### src/hw/rtl/trp_pkg.sv
// Package for the tagged record packet parser: sizes, byte codes, kinds,
// status codes, parse phases and the structs passed between modules.
// No dependencies.
package trp_pkg;

  localparam int MAX_PACKET_BYTES = 65536;
  localparam int TRAILING_SLACK   = 3;
  localparam int NUM_KINDS        = 6;
  localparam int HDR_LEN          = 3;
  localparam int TAIL_LEN         = 4;

  localparam int POS_W      = $clog2(MAX_PACKET_BYTES + 1);
  localparam int FILL_W     = $clog2(TRAILING_SLACK + 1);
  localparam int LA_IDX_W   = (TRAILING_SLACK > 1) ? $clog2(TRAILING_SLACK) : 1;
  localparam int KIND_W     = 3;
  localparam int LEN_W      = 16;
  localparam int INTV_W     = 8;
  localparam int START_W    = 16;
  localparam int HDR_CNT_W  = 2;
  localparam int TAIL_CNT_W = 3;

  localparam logic [7:0] HDR_BYTE  = 8'hAA;
  localparam logic [7:0] TAIL_BYTE = 8'hFF;
  localparam logic [7:0] CHAR_O    = 8'h6F;
  localparam logic [7:0] CHAR_G    = 8'h67;
  localparam logic [7:0] CHAR_T    = 8'h74;
  localparam logic [7:0] CHAR_E    = 8'h65;
  localparam logic [7:0] CHAR_S    = 8'h73;
  localparam logic [7:0] CHAR_W    = 8'h77;
  localparam logic [7:0] CHAR_C    = 8'h63;
  localparam logic [7:0] CHAR_D    = 8'h64;
  localparam logic [7:0] CHAR_V    = 8'h76;

  typedef logic [KIND_W-1:0] kind_t;

  localparam kind_t KIND_OG = 3'd0;
  localparam kind_t KIND_TE = 3'd1;
  localparam kind_t KIND_SW = 3'd2;
  localparam kind_t KIND_CD = 3'd3;
  localparam kind_t KIND_WV = 3'd4;
  localparam kind_t KIND_WD = 3'd5;

  typedef enum logic [1:0] {
    STATUS_OK         = 2'd0,
    STATUS_BAD_HEADER = 2'd1,
    STATUS_BAD_TAG    = 2'd2
  } status_t;

  typedef enum logic [3:0] {
    PH_HEADER  = 4'd0,
    PH_TAG1    = 4'd1,
    PH_TAG2    = 4'd2,
    PH_LENH    = 4'd3,
    PH_LENL    = 4'd4,
    PH_INTV    = 4'd5,
    PH_PAYLOAD = 4'd6,
    PH_TAIL    = 4'd7,
    PH_DONE    = 4'd8
  } phase_t;

  typedef enum logic [1:0] {
    CTL_RUN    = 2'd0,
    CTL_FLUSH  = 2'd1,
    CTL_FINISH = 2'd2
  } ctl_state_t;

  typedef struct packed {
    logic        step;
    logic [7:0]  data;
    logic        region;
    logic        finish;
  } prs_req_t;

  typedef struct packed {
    logic [LEN_W-1:0]   len;
    logic [INTV_W-1:0]  intv;
    logic [START_W-1:0] start;
  } rec_t;

endpackage

### src/hw/rtl/trp_parser.sv
// Byte parser for the tagged record packet parser: phase machine, position,
// per-kind record table and final status. Depends on trp_pkg.
module trp_parser import trp_pkg::*; (
  input  logic     clk,
  input  logic     rst_n,
  input  prs_req_t req,
  output rec_t     snap_recs [NUM_KINDS],
  output status_t  snap_status
);

  phase_t                  phase_r, phase_nxt;
  logic [POS_W-1:0]        pos_r, pos_nxt;
  logic [HDR_CNT_W-1:0]    hdr_r, hdr_nxt;
  logic [LEN_W-1:0]        skip_r, skip_nxt;
  kind_t                   kind_r, kind_nxt;
  logic [7:0]              len_hi_r, len_hi_nxt;
  logic [TAIL_CNT_W-1:0]   tail_r, tail_nxt;
  rec_t                    recs_r [NUM_KINDS];
  rec_t                    recs_nxt [NUM_KINDS];
  status_t                 err_r, err_nxt;

  always_ff @(posedge clk) begin
    if (!rst_n) begin
      phase_r  <= PH_HEADER;
      pos_r    <= '0;
      hdr_r    <= '0;
      skip_r   <= '0;
      kind_r   <= KIND_OG;
      len_hi_r <= '0;
      tail_r   <= '0;
      err_r    <= STATUS_OK;
      for (int i = 0; i < NUM_KINDS; i++) begin
        recs_r[i] <= '0;
      end
    end else begin
      phase_r  <= phase_nxt;
      pos_r    <= pos_nxt;
      hdr_r    <= hdr_nxt;
      skip_r   <= skip_nxt;
      kind_r   <= kind_nxt;
      len_hi_r <= len_hi_nxt;
      tail_r   <= tail_nxt;
      err_r    <= err_nxt;
      for (int i = 0; i < NUM_KINDS; i++) begin
        recs_r[i] <= recs_nxt[i];
      end
    end
  end

  always_comb begin
    logic                  fail_en;
    status_t               fail_code;
    logic                  tag_ok;
    logic [HDR_CNT_W-1:0]  hdr_inc;
    logic [TAIL_CNT_W-1:0] tail_inc;
    logic [LEN_W-1:0]      len_val;

    phase_nxt  = phase_r;
    pos_nxt    = pos_r;
    hdr_nxt    = hdr_r;
    skip_nxt   = skip_r;
    kind_nxt   = kind_r;
    len_hi_nxt = len_hi_r;
    tail_nxt   = tail_r;
    err_nxt    = err_r;
    for (int i = 0; i < NUM_KINDS; i++) begin
      recs_nxt[i] = recs_r[i];
    end
    fail_en   = 1'b0;
    fail_code = STATUS_BAD_TAG;
    tag_ok    = 1'b0;
    hdr_inc   = hdr_r + ((req.data == HDR_BYTE) ? HDR_CNT_W'(1) : HDR_CNT_W'(0));
    tail_inc  = tail_r + ((req.data == TAIL_BYTE) ? TAIL_CNT_W'(1) : TAIL_CNT_W'(0));
    len_val   = {1'b0, len_hi_r, 7'b0} + {8'b0, req.data};

    if (req.finish) begin
      phase_nxt  = PH_HEADER;
      pos_nxt    = '0;
      hdr_nxt    = '0;
      skip_nxt   = '0;
      kind_nxt   = KIND_OG;
      len_hi_nxt = '0;
      tail_nxt   = '0;
      err_nxt    = STATUS_OK;
      for (int i = 0; i < NUM_KINDS; i++) begin
        recs_nxt[i] = '0;
      end
    end else if (req.step) begin
      if (phase_r != PH_DONE && pos_r >= POS_W'(MAX_PACKET_BYTES)) begin
        fail_en = 1'b1;
      end else begin
        unique case (phase_r)
          PH_HEADER: begin
            hdr_nxt = hdr_inc;
            if (pos_r >= POS_W'(HDR_LEN - 1)) begin
              if (hdr_inc == HDR_CNT_W'(HDR_LEN)) begin
                phase_nxt = PH_TAG1;
              end else begin
                fail_en   = 1'b1;
                fail_code = STATUS_BAD_HEADER;
              end
            end
          end
          PH_TAG1: begin
            if (!req.region) begin
              phase_nxt = PH_DONE;
            end else begin
              phase_nxt = PH_TAG2;
              unique case (req.data)
                CHAR_O:  kind_nxt = KIND_OG;
                CHAR_T:  kind_nxt = KIND_TE;
                CHAR_S:  kind_nxt = KIND_SW;
                CHAR_C:  kind_nxt = KIND_CD;
                CHAR_W:  kind_nxt = KIND_WV;
                default: fail_en  = 1'b1;
              endcase
            end
          end
          PH_TAG2: begin
            unique case (kind_r)
              KIND_OG: tag_ok = (req.data == CHAR_G);
              KIND_TE: tag_ok = (req.data == CHAR_E);
              KIND_SW: tag_ok = (req.data == CHAR_W);
              KIND_CD: tag_ok = (req.data == CHAR_D);
              default: begin
                if (req.data == CHAR_V) begin
                  kind_nxt = KIND_WV;
                  tag_ok   = 1'b1;
                end else if (req.data == CHAR_D) begin
                  kind_nxt = KIND_WD;
                  tag_ok   = 1'b1;
                end
              end
            endcase
            if (tag_ok) begin
              phase_nxt = PH_LENH;
            end else begin
              fail_en = 1'b1;
            end
          end
          PH_LENH: begin
            len_hi_nxt = req.data;
            phase_nxt  = PH_LENL;
          end
          PH_LENL: begin
            recs_nxt[kind_r].len = len_val;
            skip_nxt  = len_val;
            phase_nxt = PH_INTV;
          end
          PH_INTV: begin
            recs_nxt[kind_r].intv  = req.data;
            recs_nxt[kind_r].start = pos_r[START_W-1:0] + START_W'(1);
            tail_nxt = '0;
            if (skip_r == '0) begin
              skip_nxt  = LEN_W'(TAIL_LEN);
              phase_nxt = PH_TAIL;
            end else begin
              phase_nxt = PH_PAYLOAD;
            end
          end
          PH_PAYLOAD: begin
            skip_nxt = skip_r - LEN_W'(1);
            if (skip_r == LEN_W'(1)) begin
              skip_nxt  = LEN_W'(TAIL_LEN);
              phase_nxt = PH_TAIL;
            end
          end
          PH_TAIL: begin
            tail_nxt = tail_inc;
            skip_nxt = skip_r - LEN_W'(1);
            if (skip_r == LEN_W'(1)) begin
              if (tail_inc != TAIL_CNT_W'(TAIL_LEN)) begin
                recs_nxt[kind_r].start = '0;
              end
              phase_nxt = PH_TAG1;
            end
          end
          PH_DONE: begin
            phase_nxt = PH_DONE;
          end
          default: begin
            phase_nxt = PH_DONE;
          end
        endcase
        if (pos_r < POS_W'(MAX_PACKET_BYTES)) begin
          pos_nxt = pos_r + POS_W'(1);
        end
      end
      if (fail_en) begin
        phase_nxt = PH_DONE;
        if (err_r == STATUS_OK) begin
          err_nxt = fail_code;
        end
      end
    end
  end

  always_comb begin
    snap_status = err_r;
    if (err_r == STATUS_OK) begin
      if (phase_r == PH_HEADER) begin
        snap_status = STATUS_BAD_HEADER;
      end else if (phase_r >= PH_TAG2 && phase_r <= PH_TAIL) begin
        snap_status = STATUS_BAD_TAG;
      end
    end
    for (int i = 0; i < NUM_KINDS; i++) begin
      snap_recs[i] = (snap_status == STATUS_OK) ? recs_r[i] : '0;
    end
  end

endmodule

### src/hw/rtl/trp_result_buf.sv
// Result buffer: holds the six records of a finished packet; sends them
// kind 0 first, one word per cycle unless stalled. Depends on trp_pkg.
module trp_result_buf import trp_pkg::*; (
  input  logic               clk,
  input  logic               rst_n,
  input  logic               load,
  input  rec_t               snap_recs [NUM_KINDS],
  input  status_t            snap_status,
  output logic               ready,
  output logic               out_valid,
  input  logic               out_stall,
  output logic [KIND_W-1:0]  out_record_kind,
  output logic [LEN_W-1:0]   out_payload_length,
  output logic [INTV_W-1:0]  out_interval_value,
  output logic [START_W-1:0] out_payload_start,
  output logic [1:0]         out_packet_status,
  output logic               out_final_result
);

  logic    busy_r, busy_nxt;
  kind_t   idx_r, idx_nxt;
  rec_t    ent_r [NUM_KINDS];
  rec_t    ent_nxt [NUM_KINDS];
  status_t status_r, status_nxt;
  logic    out_fire;
  logic    last_out;

  assign out_fire = busy_r && !out_stall;
  assign last_out = (idx_r == KIND_W'(NUM_KINDS - 1));
  assign ready    = !busy_r || (out_fire && last_out);

  always_ff @(posedge clk) begin
    if (!rst_n) begin
      busy_r <= 1'b0;
      idx_r  <= KIND_OG;
    end else begin
      busy_r <= busy_nxt;
      idx_r  <= idx_nxt;
    end
  end

  always_ff @(posedge clk) begin
    status_r <= status_nxt;
    for (int i = 0; i < NUM_KINDS; i++) begin
      ent_r[i] <= ent_nxt[i];
    end
  end

  always_comb begin
    busy_nxt   = busy_r;
    idx_nxt    = idx_r;
    status_nxt = status_r;
    for (int i = 0; i < NUM_KINDS; i++) begin
      ent_nxt[i] = ent_r[i];
    end
    if (out_fire) begin
      if (last_out) begin
        busy_nxt = 1'b0;
      end else begin
        idx_nxt = idx_r + KIND_W'(1);
        for (int i = 0; i < NUM_KINDS - 1; i++) begin
          ent_nxt[i] = ent_r[i+1];
        end
      end
    end
    if (load) begin
      busy_nxt   = 1'b1;
      idx_nxt    = KIND_OG;
      status_nxt = snap_status;
      for (int i = 0; i < NUM_KINDS; i++) begin
        ent_nxt[i] = snap_recs[i];
      end
    end
  end

  assign out_valid          = busy_r;
  assign out_record_kind    = idx_r;
  assign out_payload_length = ent_r[0].len;
  assign out_interval_value = ent_r[0].intv;
  assign out_payload_start  = ent_r[0].start;
  assign out_packet_status  = status_r;
  assign out_final_result   = last_out;

endmodule

### src/hw/rtl/tagged_record_packet_parser.sv
// Tagged record packet parser: takes one packet byte per word and, on the word
// marked end of packet, sends six result words (one per record kind, og first,
// wd last with out_final_result set). Inside a packet a byte is accepted every
// cycle. After the last byte of a packet in_stall stays high while the N (1 to
// 3) bytes still held in the three-byte lookahead line pass one by one through
// the single parse unit, and then until the record table is copied into the
// result buffer. The six results leave at one word per cycle while out_stall is
// low and the next packet streams in; if that packet ends before they are all
// taken, its copy waits for the buffer. Uses trp_pkg, trp_parser, trp_result_buf.
module tagged_record_packet_parser import trp_pkg::*; (
  input  logic               clk,
  input  logic               rst_n,
  input  logic               in_valid,
  output logic               in_stall,
  input  logic [7:0]         in_packet_byte,
  input  logic               in_end_of_packet,
  output logic               out_valid,
  input  logic               out_stall,
  output logic [KIND_W-1:0]  out_record_kind,
  output logic [LEN_W-1:0]   out_payload_length,
  output logic [INTV_W-1:0]  out_interval_value,
  output logic [START_W-1:0] out_payload_start,
  output logic [1:0]         out_packet_status,
  output logic               out_final_result
);

  ctl_state_t        state_r, state_nxt;
  logic [FILL_W-1:0] fill_r, fill_nxt;
  logic [7:0]        la_r [TRAILING_SLACK];
  logic [7:0]        la_nxt [TRAILING_SLACK];
  prs_req_t          req;
  rec_t              snap_recs [NUM_KINDS];
  status_t           snap_status;
  logic              rb_ready;
  logic              rb_load;
  logic              in_fire;

  assign in_stall = (state_r != CTL_RUN);
  assign in_fire  = in_valid && !in_stall;

  always_ff @(posedge clk) begin
    if (!rst_n) begin
      state_r <= CTL_RUN;
      fill_r  <= '0;
    end else begin
      state_r <= state_nxt;
      fill_r  <= fill_nxt;
    end
  end

  always_ff @(posedge clk) begin
    for (int i = 0; i < TRAILING_SLACK; i++) begin
      la_r[i] <= la_nxt[i];
    end
  end

  always_comb begin
    state_nxt  = state_r;
    fill_nxt   = fill_r;
    for (int i = 0; i < TRAILING_SLACK; i++) begin
      la_nxt[i] = la_r[i];
    end
    req.step   = 1'b0;
    req.data   = la_r[0];
    req.region = 1'b0;
    req.finish = 1'b0;
    rb_load    = 1'b0;

    unique case (state_r)
      CTL_RUN: begin
        if (in_fire) begin
          if (fill_r == FILL_W'(TRAILING_SLACK)) begin
            req.step   = 1'b1;
            req.region = 1'b1;
            for (int i = 0; i < TRAILING_SLACK - 1; i++) begin
              la_nxt[i] = la_r[i+1];
            end
            la_nxt[TRAILING_SLACK-1] = in_packet_byte;
          end else begin
            la_nxt[fill_r[LA_IDX_W-1:0]] = in_packet_byte;
            fill_nxt = fill_r + FILL_W'(1);
          end
          if (in_end_of_packet) begin
            state_nxt = CTL_FLUSH;
          end
        end
      end
      CTL_FLUSH: begin
        req.step = 1'b1;
        for (int i = 0; i < TRAILING_SLACK - 1; i++) begin
          la_nxt[i] = la_r[i+1];
        end
        fill_nxt = fill_r - FILL_W'(1);
        if (fill_r == FILL_W'(1)) begin
          state_nxt = CTL_FINISH;
        end
      end
      CTL_FINISH: begin
        if (rb_ready) begin
          req.finish = 1'b1;
          rb_load    = 1'b1;
          fill_nxt   = '0;
          state_nxt  = CTL_RUN;
        end
      end
      default: begin
        state_nxt = CTL_RUN;
      end
    endcase
  end

  trp_parser u_parser (
    .clk         (clk),
    .rst_n       (rst_n),
    .req         (req),
    .snap_recs   (snap_recs),
    .snap_status (snap_status)
  );

  trp_result_buf u_result_buf (
    .clk                (clk),
    .rst_n              (rst_n),
    .load               (rb_load),
    .snap_recs          (snap_recs),
    .snap_status        (snap_status),
    .ready              (rb_ready),
    .out_valid          (out_valid),
    .out_stall          (out_stall),
    .out_record_kind    (out_record_kind),
    .out_payload_length (out_payload_length),
    .out_interval_value (out_interval_value),
    .out_payload_start  (out_payload_start),
    .out_packet_status  (out_packet_status),
    .out_final_result   (out_final_result)
  );

endmodule

### config.mk
export PLATFORM = sky130hd
export DESIGN_NAME = tagged_record_packet_parser
export DESIGN_NICKNAME = d
export VERILOG_FILES = /design/src/hw/rtl/trp_pkg.sv /design/src/hw/rtl/trp_parser.sv /design/src/hw/rtl/trp_result_buf.sv /design/src/hw/rtl/tagged_record_packet_parser.sv
export SDC_FILE = /design/constraint.sdc
export NUM_CORES = 1
export LEC_CHECK = 0
export ABC_AREA = 1
export BUFFER_PORTS_ARGS = -buffer_cell sky130_fd_sc_hd__clkbuf_2
export CAP_MARGIN = 20
export CORE_MARGIN = 2
export CORE_UTILIZATION = 24
export CTS_CLUSTER_SIZE = 30
export DETAILED_ROUTE_END_ITERATION = 10
export PLACE_DENSITY_LB_ADDON = 0.2
export SLEW_MARGIN = 20
export SYNTH_ARGS = -nofsm -noshare
export SYNTH_HDL_FRONTEND = slang
export SYNTH_SLANG_ARGS = --single-unit
export TNS_END_PERCENT = 1
### constraint.sdc
create_clock -name clk -period 9.03 [get_ports clk]
set_input_delay 0.903 -clock clk [delete_from_list [all_inputs] [get_ports clk]]
set_output_delay 0.903 -clock clk [all_outputs]
set_load 0.02 [all_outputs]
==> results.toml <==
[sta]
setup_tns_ps = 0
max_slew.worst_pin.slew_ps = 1060
slew_viol_final = 0
min_period_ps = 4360
rsz0062_at_grt = "no"
worst_slack_ps = 4670
whs_ps = 451
hold_violations = 0
final-setup-viol-count = 0
slew_headroom = 0.287
finClkSkew_ps = 23.0
period_share = 0.483
timing.fmax_ghz = 0.229

[drt]
viasPerCell = 4.37
first_iter_violations = 1178
drc = 0
vias = 17700
detail_route.wl_per_cell_um = 15.8
wl_um = 63900
drtAntennaViolNets = 0
drt_pass1_iterations = 7

[floorplan]
start_util = 0.243
pin_count = 61
rows = 115
die_height_um = 320
die_area_um2 = 102000
dieWidth_um = 320
coreArea_um2 = 98700

[clock_network]
post_cts_resized = 0
cts.clk_slew.worst_paths_ps = 60
clk_path_buf_depth = 3
insertion_delay_ps = 620
root_buffer = "clkbuf_16"
cts_setup_buffers = 0
cts_num_sinks = 569
cts_tree = "done"
cts_buffers = 70
cts_max_level = 3
cts_hold_buf = 0

[synth]
yosysWarnings = 0
ys_top_cells_by_area = "edfxtp_1 33%, dfxtp_1 25%, nand2_1 7.5%, o21ai_0 5.5%, a21oi_1 5.5%"
synth_top_area_share = 0.333
synth_edf_count = 266
ys_types = 42
syn_area_um2 = 24000
yosysSeqAreaShare = 0.586
ys_async_sr_fraction = 0
synth_ff_type = "dfxtp_1"
yosys.area.top_type = "edfxtp_1"
syn_area_per_cell_um2 = 8.91
syn_nets = 2723
synthCells = 2691
ys_ff_latch = 569

[power]
powerDensity_nw_per_um2 = 341
power.switching_mw = 3.73
peakVddDrop_mv = 0.330
swShare = 0.393
p_comb_frac = 0.324
p_seq_frac = 0.384
clockPowerShare = 0.293
internal_power_mw = 5.75
p_leak_nw = 10.2

[worst_setup_path]
cpMaxStageDelayCell = "buf_4"
path_delay_family = "buffers and inverters"
crit_buf_inv = 4
required_ps = 9550
crit_path_end_kind = "flop"
cpPeakStageDelay_ps = 750
startpoint = "u_result_buf.out_record_kind[1]"
rr_startpoint = "u_result_buf.out_record_kind[1]"
path_class = "reg2reg"
start_kind = "flop"
cp.arrival_ps = 4890
cp_cell_sequence = "inv_1 -> ha_1 -> nand2_1 -> o21a_1 -> nor2_4 -> inv_8 -> nand2_4 -> inv_4 -> buf_4 -> o21ai_0 -> a21oi_1"
cp_max_fo = 140

[final_layout]
fin_nets = 2727
drive_above_1_share = 0.0857
antenna_cells = 0
stdcell_count = 4040
syn_to_final_growth_pct = 16.0
fin_util = 0.282

[placed_design]
gp_congestion = 0.749
place_ws_ps = 4490
dp_cells = 3910
hpwl_um = 37400
port_buffers = 60

[global_route]
grt_start_max_net_pins = 141
grt_pass1_wl_um = 102000
grt_overflow_total = 0
antenna_found_initial = 0
grt_pass1_vias = 17200
grtUsageTotal = 0.125

[min_path]
hold_path_class = "reg2reg"
holdCritStartpoint = "u_parser.recs_r[0][8]"

[run_status]
status = "finished, final reports clean"

[flow_run]
drv_cap = 0
[layout make-up]
cell class,count,area [µm²]
Timing Repair Buffer,93,548
Fill cell,10600,70900
Multi-Input combinational cell,1666,8220
Clock buffer,109,2040
Inverter,295,1130
Clock inverter,21,226
Sequential cell,569,14100
Tap cell,1287,1610
[tightest hold or removal path: cells and delay by family (launching register included)]
kind                   cells  cell delay, ps
buffers and inverters      1              60
flip-flops                 1             290
AO/OA/AOI/OAI              1              50
[final timing paths]
path                                   to  slack, ps  depth (start not counted)
setup / recovery  u_parser.recs_r[0][206]       4670                         11
hold / removal      u_parser.recs_r[0][8]        450                          2
setup reg to reg  u_parser.recs_r[0][206]       4670                         11
hold reg to reg     u_parser.recs_r[0][8]        450                          2
[sequential cells by signal, summed over array words and instances (netlist names)]
signal,cells
fill_r,2
la_r,24
state_r,2
u_parser.err_r,2
u_parser.hdr_r,2
u_parser.kind_r,3
u_parser.len_hi_r,8
u_parser.phase_r,4
u_parser.pos_r,17
u_parser.recs_r,240
u_parser.skip_r,16
u_parser.tail_r,3
u_result_buf.ent_r,240
u_result_buf.out_packet_status,2
u_result_buf.out_record_kind,3
u_result_buf.out_valid,1
[stage by stage]
step	power, mW	area [µm²]
2_1_floorplan	5.81	24000
3_3_place_gp	6.83	25500
3_5_place_dp	6.84	25500
4_1_cts	9.67	27800
5_1_grt	10.1	27800
6_report	9.48	27800
[power by group through the flow]
stage | Sequential (mW) | Combinational (mW) | Clock [mW]
finish | 3.64 | 3.07 | 2.77
global placement | 3.70 | 3.13 | 0
floorplan | 3.84 | 1.97 | 0
detailed placement | 3.70 | 3.14 | 0
CTS | 3.65 | 3.15 | 2.87
global route | 3.70 | 3.47 | 2.97
[metal layers]
layer / track usage / share of wire / vias to the layer above
met5: 0 / 0 / -
met4: 0.0386 / 0.025 / 0
met3: 0.0196 / 0.032 / 96
met2: 0.193 / 0.43 / 252
met1: 0.179 / 0.51 / 8271
li1: - / - / 9036
[logic make-up (layout without fill, tap and decap cells)]
family	after synthesis	in the layout	share of synthesized area
adders and majority gates	19	19	0.00991
buffers and inverters	456	518	0.0734
and+or+nand+nor	930	930	0.161
DFF	569	569	0.586
AOI/OAI and AO/OA	694	694	0.162
xor gates and xnor gates	23	23	0.00840
[cell usage in the layout, fill, tap and decap left out, types with 4 or more instances in the layout]
cell type | synthesis | final
nand2_2 | 5 | 5
clkbuf_16 | 0 | 72
xor2_1 | 18 | 18
edfxtp_1 | 266 | 266
buf_4 | 4 | 33
clkbuf_2 | 0 | 60
nand2_4 | 3 | 5
clkbuf_1 | 129 | 27
clkbuf_8 | 0 | 10
o21a_1 | 23 | 23
o31ai_1 | 123 | 123
a21oi_1 | 262 | 262
xnor2_1 | 5 | 5
nand3b_1 | 7 | 7
nor2_2 | 4 | 4
nor2_1 | 263 | 261
nand3_1 | 120 | 120
o21ai_1 | 8 | 9
inv_1 | 284 | 283
inv_2 | 9 | 7
nor2_4 | 6 | 8
clkinv_2 | 1 | 9
or2_2 | 7 | 7
nor3_1 | 16 | 16
ha_1 | 19 | 19
nand2_1 | 480 | 478
o21ai_0 | 263 | 262
nand4_1 | 14 | 14
dfxtp_1 | 303 | 303
[Yosys cell counts, types with 7 or more instances]
| cell | instances |
|---|---|
| nand2_1 | 480 |
| dfxtp_1 | 303 |
| inv_1 | 284 |
| edfxtp_1 | 266 |
| nor2_1 | 263 |
| o21ai_0 | 263 |
| a21oi_1 | 262 |
| clkbuf_1 | 129 |
| o31ai_1 | 123 |
| nand3_1 | 120 |
| o21a_1 | 23 |
| buf_2 | 22 |
| ha_1 | 19 |
| xor2_1 | 18 |
| nor3_1 | 16 |
| nand4_1 | 14 |
| inv_2 | 9 |
| o21ai_1 | 8 |
| nand3b_1 | 7 |
| or2_2 | 7 |
Note: power is estimated with default switching activity, not from simulation.
